<file path="src/design/bsta_pkg.sv">
// Shared types and constants for the beacon strength table with aging.
package bsta_pkg;

	localparam int NUM_ENTRIES = 8;
	localparam int IDX_W       = 3;
	localparam int ADDR_W      = 48;
	localparam int TIME_W      = 48;
	localparam int STR_W       = 8;
	localparam int PADDR_W     = 6;
	localparam int PDATA_W     = 64;

	localparam logic [31:0] TTL_LIMIT_MS = 32'd1000;

	localparam logic FUNC_REPORT = 1'b0;
	localparam logic FUNC_READ   = 1'b1;

	localparam logic [ADDR_W-1:0] ID_RESET [NUM_ENTRIES] = '{
		48'h000780AD0946, 48'h000780AD094B, 48'h000780AD094F, 48'h000780AD094E,
		48'h000780AD094A, 48'h000780AD0955, 48'h000780AD0992, 48'h000780AD0933
	};

	typedef struct packed {
		logic                   valid;
		logic                   func;
		logic [ADDR_W-1:0]      addr;
		logic [STR_W-1:0]       strength;
		logic [TIME_W-1:0]      now;
		logic [IDX_W-1:0]       idx;
		logic                   hit;
		logic [IDX_W-1:0]       hit_index;
		logic [STR_W-1:0]       es;
		logic [TIME_W-1:0]      els;
		logic [NUM_ENTRIES-1:0] mask;
	} tok_t;

endpackage

</file>
<file path="src/design/bsta_cell.sv">
// One table cell: holds an entry, matches, ages and forwards the request token.
module bsta_cell #(
	parameter int unsigned INDEX        = 0,
	parameter logic [31:0] TTL_LIMIT_MS = bsta_pkg::TTL_LIMIT_MS
) (
	input  logic                          clk,
	input  logic                          arst_n,
	input  logic                          wr,
	input  logic [bsta_pkg::ADDR_W-1:0]   wdata,
	output logic [bsta_pkg::ADDR_W-1:0]   id,
	input  bsta_pkg::tok_t                tok_in,
	output bsta_pkg::tok_t                tok_out
);

	logic [bsta_pkg::ADDR_W-1:0] id_q;
	logic [bsta_pkg::STR_W-1:0]  strength_q;
	logic [bsta_pkg::TIME_W-1:0] last_seen_q;
	bsta_pkg::tok_t              tok_q;

	logic [bsta_pkg::STR_W-1:0]  strength_d;
	logic [bsta_pkg::TIME_W-1:0] last_seen_d;
	logic [bsta_pkg::TIME_W-1:0] age;
	logic                        report;
	logic                        take;
	bsta_pkg::tok_t              tok_d;

	assign report = tok_in.valid && (tok_in.func == bsta_pkg::FUNC_REPORT)
		&& tok_in.strength[bsta_pkg::STR_W-1];
	assign take   = report && !tok_in.hit && (id_q == tok_in.addr);
	assign age    = tok_in.now - last_seen_q;

	always_comb begin
		strength_d  = strength_q;
		last_seen_d = last_seen_q;
		tok_d       = tok_in;
		if (take) begin
			strength_d      = tok_in.strength;
			last_seen_d     = tok_in.now;
			tok_d.hit       = 1'b1;
			tok_d.hit_index = bsta_pkg::IDX_W'(INDEX);
			tok_d.es        = tok_in.strength;
			tok_d.els       = tok_in.now;
		end else if (report && (age >= {16'd0, TTL_LIMIT_MS})) begin
			strength_d  = '0;
			last_seen_d = '0;
		end
		if (tok_in.valid && (tok_in.func == bsta_pkg::FUNC_READ)
			&& (tok_in.idx == bsta_pkg::IDX_W'(INDEX))) begin
			tok_d.es  = strength_q;
			tok_d.els = last_seen_q;
		end
		tok_d.mask[INDEX] = (strength_d != '0);
	end

	always_ff @(posedge clk or negedge arst_n) begin
		if (!arst_n) begin
			id_q        <= bsta_pkg::ID_RESET[INDEX];
			strength_q  <= '0;
			last_seen_q <= '0;
			tok_q       <= '0;
		end else begin
			if (wr) begin
				id_q <= wdata;
			end
			strength_q  <= strength_d;
			last_seen_q <= last_seen_d;
			tok_q       <= tok_d;
		end
	end

	assign id      = id_q;
	assign tok_out = tok_q;

endmodule

</file>
<file path="src/design/beacon_strength_table_with_aging_core.sv">
// Top level of the beacon strength table with aging: request port, cell chain, result register.
// A request passes through a chain of eight cells, one cell per clock, and each cell matches,
// updates and ages its own entry as a report with the strength sign bit set goes by; a read
// picks up the selected entry. The result is captured in the output register after the last
// cell; the next request is taken once that result has been delivered. Writes to the beacon
// id registers go through the APB port at byte address 8*i and may be issued at any time the
// block is idle.
module beacon_strength_table_with_aging_core #(
	parameter logic [31:0] TTL_LIMIT_MS = bsta_pkg::TTL_LIMIT_MS
) (
	input  logic                             clk,
	input  logic                             arst_n,
	input  logic                             psel,
	input  logic                             penable,
	input  logic                             pwrite,
	input  logic [bsta_pkg::PADDR_W-1:0]     paddr,
	input  logic [bsta_pkg::PDATA_W-1:0]     pwdata,
	output logic [bsta_pkg::PDATA_W-1:0]     prdata,
	output logic                             pready,
	input  logic                             in_valid,
	output logic                             in_stall,
	input  logic                             func,
	input  logic [bsta_pkg::ADDR_W-1:0]      beacon_address,
	input  logic signed [bsta_pkg::STR_W-1:0] signal_strength,
	input  logic [bsta_pkg::TIME_W-1:0]      now_ms,
	input  logic [bsta_pkg::IDX_W-1:0]       entry_index,
	output logic                             out_valid,
	input  logic                             out_stall,
	output logic                             matched,
	output logic [bsta_pkg::IDX_W-1:0]       match_index,
	output logic signed [bsta_pkg::STR_W-1:0] entry_strength,
	output logic [bsta_pkg::TIME_W-1:0]      entry_last_seen,
	output logic [bsta_pkg::NUM_ENTRIES-1:0] visible_mask
);

	localparam int N = bsta_pkg::NUM_ENTRIES;

	bsta_pkg::tok_t              chain [N+1];
	logic [bsta_pkg::ADDR_W-1:0] ids [N];
	logic                        wr_en;
	logic [bsta_pkg::IDX_W-1:0]  reg_sel;
	logic                        in_acc;
	logic                        out_acc;
	logic                        busy_q;
	logic                        out_valid_q;
	bsta_pkg::tok_t              res_q;

	assign pready  = 1'b1;
	assign reg_sel = paddr[bsta_pkg::PADDR_W-1:bsta_pkg::PADDR_W-bsta_pkg::IDX_W];
	assign wr_en   = psel && penable && pwrite;
	assign prdata  = {{(bsta_pkg::PDATA_W-bsta_pkg::ADDR_W){1'b0}}, ids[reg_sel]};

	assign in_stall = busy_q;
	assign in_acc   = in_valid && !busy_q;
	assign out_acc  = out_valid_q && !out_stall;

	always_comb begin
		chain[0]           = '0;
		chain[0].valid     = in_acc;
		chain[0].func      = func;
		chain[0].addr      = beacon_address;
		chain[0].strength  = $unsigned(signal_strength);
		chain[0].now       = now_ms;
		chain[0].idx       = entry_index;
	end

	for (genvar g = 0; g < N; g++) begin : g_cell
		bsta_cell #(
			.INDEX        (g),
			.TTL_LIMIT_MS (TTL_LIMIT_MS)
		) u_cell (
			.clk     (clk),
			.arst_n  (arst_n),
			.wr      (wr_en && (reg_sel == bsta_pkg::IDX_W'(g))),
			.wdata   (pwdata[bsta_pkg::ADDR_W-1:0]),
			.id      (ids[g]),
			.tok_in  (chain[g]),
			.tok_out (chain[g+1])
		);
	end

	always_ff @(posedge clk or negedge arst_n) begin
		if (!arst_n) begin
			busy_q      <= 1'b0;
			out_valid_q <= 1'b0;
			res_q       <= '0;
		end else begin
			if (in_acc) begin
				busy_q <= 1'b1;
			end else if (out_acc) begin
				busy_q <= 1'b0;
			end
			if (chain[N].valid) begin
				out_valid_q <= 1'b1;
				res_q       <= chain[N];
			end else if (out_acc) begin
				out_valid_q <= 1'b0;
			end
		end
	end

	assign out_valid       = out_valid_q;
	assign matched         = res_q.hit;
	assign match_index     = res_q.hit_index;
	assign entry_strength  = $signed(res_q.es);
	assign entry_last_seen = res_q.els;
	assign visible_mask    = res_q.mask;

	logic [N:0] chain_valid;
	always_comb begin
		for (int k = 0; k <= N; k++) begin
			chain_valid[k] = chain[k].valid;
		end
	end

	a_one_in_flight: assert property (@(posedge clk) disable iff (!arst_n)
		$onehot0({chain_valid, out_valid_q}))
		else $error("more than one request in flight");

	a_out_needs_busy: assert property (@(posedge clk) disable iff (!arst_n)
		out_valid_q |-> busy_q)
		else $error("result pending while block idle");

	a_chain_delivers: assert property (@(posedge clk) disable iff (!arst_n)
		chain[N].valid |=> out_valid_q)
		else $error("chain output not captured");

	a_hit_visible: assert property (@(posedge clk) disable iff (!arst_n)
		(out_valid_q && res_q.hit) |-> res_q.mask[res_q.hit_index])
		else $error("matched entry not visible");

endmodule

</file>
<file path="config.mk">
export PLATFORM = sky130hd
export DESIGN_NAME = beacon_strength_table_with_aging_core
export DESIGN_NICKNAME = d
export VERILOG_FILES = /design/src/design/bsta_pkg.sv /design/src/design/bsta_cell.sv /design/src/design/beacon_strength_table_with_aging_core.sv
export SDC_FILE = /design/constraint.sdc
export NUM_CORES = 2
export LEC_CHECK = 0
export BUFFER_PORTS_ARGS = -buffer_cell sky130_fd_sc_hd__buf_4
export CAP_MARGIN = 20
export CORE_ASPECT_RATIO = 0.75
export CORE_UTILIZATION = 35
export CTS_CLUSTER_SIZE = 16
export DETAILED_ROUTE_END_ITERATION = 7
export GPL_TIMING_DRIVEN = 0
export PLACE_DENSITY = 0.49
export SLEW_MARGIN = 10
export SYNTH_ARGS = -nofsm -noshare
export SYNTH_HDL_FRONTEND = slang
export SYNTH_SLANG_ARGS = --single-unit
</file>
<file path="constraint.sdc">
create_clock -name clk -period 4 [get_ports clk]
set_clock_uncertainty 0.05 [all_clocks]
set_input_delay 0.4 -clock clk [delete_from_list [all_inputs] [get_ports clk]]
set_output_delay 0.4 -clock clk [all_outputs]
set_load 0.01 [all_outputs]
</file>
==> summary.md <==
| Metric | Value |
|---|---|
| Core Footprint | `a little over 300000 sq um` |
| Slew HR | `0.203` |
| Worst Tran Pin Value | `about 1200 ps` |
| Min Hold Slack | `around 95 ps` |
| Nets | `11800` |
| Setup crit end kind | `register` |
| Initial core utilization | `0.352` |
| Area growth syn-to-layout | `24.3%` |
| Final HPWL from detailed placement | `349 mm` |
| I/O pin cnt | `320` |
| Final Util | `0.437` |
| Wire per inst | `28.4 um` |
| Switch Pwr | `16.1 mW` |
| Worst Path Arrival | `5640 ps` |
| Combinational share of power | `0.153` |
| Startpoint Class | `register` |
| Hold Fails Final Rpt | `0` |
| CTS buffer count | `231` |
| Endpoints failing setup | `361` |
| Clock latency on the worst-skew pair | `roughly 960 ps` |
| Post-synthesis sequential area ratio | `0.506` |
| CTS max path bufs | `4` |
| Pins over their slew limit | `0` |
| Reg power frac | `0.442` |
| Switching Fraction | `0.284` |
| Crit share post-route | `1.23` |
| GRT busiest layer | `met2` |
| Leakage Power | `57.1 nW` |
| Largest net degree at the start of global routing | `166` |
| Main synth FF type | `dfrtp_1` |
| Top cells by area, synth | `dfrtp_1 (48%), mux2_2 (5.2%), ha_1 (4.4%)` |
| Starting DRT DRC Count | `8402` |
| Share of cells above drive strength 1 | `0.241` |
| Gp weighted congestion | `0.991` |
| Async set-reset flop share out of synthesis | `1.00` |
| Met1 Use GR | `0.397` |
| Die H | `slightly below 500 um` |
| Failing checks | `setup timing` |
| Fmax | `204 MHz` |
| Status | `complete, but fails checks` |
| GRT overflow | `0` |
| CTS sink count | `2175` |
| Pre-antenna DRT Iters | `6` |
| H-tree depth | `4` |
| DR vias/cell | `between 5 and 6` |
| Power per cell area | `422 nW/um^2` |
| Top cells by count, synth | `dfrtp_1 (2057), nand2_1 (1140), nor2_1 (926), a21oi_1 (879), inv_1 (507)` |
| Root cell of the clock tree | `clkbuf_16` |
| Most common cell in the netlist | `dfrtp_1` |
| Post-synth EDFFs | `0` |
| MaxCap Viol Count | `0` |
| Met3 Resource Use GR | `0.0793` |
| Synth Warn # | `0` |
| Crit path required time | `4740 ps` |
| Synth Instances | `10400` |
| RSZ-0062 raised after global routing | `yes` |
| Via count | `between 80000 and 90000` |
| VDD IR-drop max | `~390 uV` |
| Setup TNS | `-145770 ps` |
| Tmin final | `4900 ps` |
| Remaining antenna violation count | `0` |
| Met2 Resource Use GR | `0.404` |
| Global-route wire length before repair | `628 mm` |
| Vias in the first global route | `86200` |
| Synth Register Bits | `2175` |
| Initial antenna violation count | `45` |
| Global Route Usage Sum | `0.277` |
| Area fraction of the dominant cell type after synthesis | `0.477` |
| Internal power | `40.5 mW` |
| Mapped cell area | `108000 sq um` |
| Worst Path Max Fanout | `8` |
| DRC errors left | `0` |
| Worst Path Class, Setup | `reg2reg` |
| Row count | `176` |
| Post-synth cell types | `109` |
| CTS tree | `done` |
| Worst min path class | `in2reg` |
| Die area | `roughly 310000 sq um` |
| Reg clk slew, reported paths | `70 ps` |
| Leading area contributor after synthesis | `dfrtp_1` |
| Total Wirelength | `442 mm` |
| Worst setup margin | `-901 ps` |
| Port Buffers | `283` |
| Die Width | `643 um` |
| Syn avg cell area | `10.4 sq um` |
| Clk network pwr share | `0.405` |
## area by class of cell
cell class,count,area (sq um)
multi-input combinational,7197,55100
buffer,421,2630
clock inverter,101,1390
sequential,2175,54600
inverter,507,1910
antenna,24,60.1
timing repair buffer,686,6610
clock buffer,323,6660
fill,28900,172000
tap,4094,5120
## state kept, by name (all words and copies together), names as in the netlist
| signal | count |
|---|---|
| g_cell.u_cell.tok_out | 1273 |
| entry_last_seen | 48 |
| g_cell.u_cell.strength_q | 64 |
| matched | 1 |
| out_valid | 1 |
| in_stall | 1 |
| g_cell.u_cell.last_seen_q | 384 |
| g_cell.u_cell.id | 384 |
| visible_mask | 8 |
| entry_strength | 8 |
| match_index | 3 |
## worst paths after layout
kind | slack, ps | to | depth (start not counted) | start
setup / recovery | -900 | g_cell[1].u_cell.tok_out[1] | 13 | g_cell[0].u_cell.tok_out[75]
min in group asynchronous | 260 | g_cell[4].u_cell.tok_out[174] | 4 | arst_n
max in group asynchronous | 620 | g_cell[1].u_cell.tok_out[102] | 9 | arst_n
hold / removal | 90 | g_cell[0].u_cell.tok_out[127] | 2 | beacon_address[0]
hold reg to reg | 240 | g_cell[6].u_cell.tok_out[3] | 0 | g_cell[5].u_cell.tok_out[3]
setup reg to reg | -900 | g_cell[1].u_cell.tok_out[1] | 13 | g_cell[0].u_cell.tok_out[75]
## cell usage in the layout, fill, tap and decap left out, types with 93 or more instances in the layout
| cell type | count |
|---|---|
| ha_1 | 250 |
| dfrtp_1 | 2009 |
| xor2_1 | 265 |
| nand2_1 | 1123 |
| nand3_1 | 93 |
| dlygate4sd3_1 | 160 |
| nor2_1 | 752 |
| buf_4 | 460 |
| a21oi_2 | 230 |
| nor2_4 | 142 |
| clkbuf_1 | 296 |
| nor3_1 | 107 |
| o21ai_0 | 276 |
| dfstp_2 | 118 |
| inv_1 | 495 |
| nand4_1 | 207 |
| xnor2_1 | 255 |
| a21o_1 | 116 |
| mux2_2 | 499 |
| a21oi_1 | 625 |
| clkbuf_16 | 256 |
| mux2i_1 | 356 |
| mux4_2 | 97 |
| a31oi_1 | 265 |
## power groups by stage
| stage | combinational, mW | sequential [mW] | clock, mW |
|---|---|---|---|
| 2_1_floorplan | 4.20 | 24.7 | 0 |
| 3_5_place_dp | 7.65 | 25.3 | 0 |
| 6_report | 8.69 | 25.0 | 22.9 |
| 5_1_grt | 9.10 | 25.1 | 24.2 |
| 3_3_place_gp | 7.58 | 25.3 | 0 |
| 4_1_cts | 8.24 | 24.9 | 23.3 |
## critical path: stages (launching register included)
cell	delay, ps
dfrtp_1	450
ha_1	500
o2111ai_1	360
a211oi_2	410
o21ai_1	180
a31oi_2	410
and2_1	240
nor2_1	100
xnor2_1	190
a2111oi_2	520
nand4_1	460
o211a_4	420
buf_12	160
a31oi_4	300
## repair_timing
| item | in CTS | in global routing |
|---|---|---|
| hold buffers | 162 | 1 |
| setup endpoints to repair | 783 | 875 |
| pin swaps | 289 | 168 |
| resized for setup | 1033 | 605 |
| setup buffers | 120 | 66 |
| endpoints found under the hold margin | 992 | 516 |
| cloned | 32 | 4 |
## layer usage
metal | part of all wire | vias to the layer above | wire [um]
li1 | - | 38600 | -
met1 | 0.46 | 44600 | 203000
met2 | 0.42 | 3215 | 184000
met3 | 0.086 | 620 | 38100
met4 | 0.036 | 8 | 15800
met5 | 0.00072 | - | 316
## logic make-up after synthesis
group	Yosys count	share of synthesized area
AOI/OAI and AO/OA	2319	0.136
buffers and inverters	1055	0.0393
other	2	0.0000696
xor gates and xnor gates	542	0.0440
DFF	2175	0.506
muxes	957	0.106
and+or+nand+nor	2977	0.124
adders and majority gates	384	0.0451
## through the flow
step	instances	setup slack [ps]	power, mW	instance area [sq um]
after floorplan	10400	-57.1	28.9	108000
after global placement	14800	-24800	32.8	115000
after detailed placement	14800	-2830	32.9	116000
after CTS	15500	-952	56.5	131000
after global routing	15500	-932	58.4	134000
final	15500	-901	56.6	134000
Note: power is estimated with default switching activity, not from simulation.
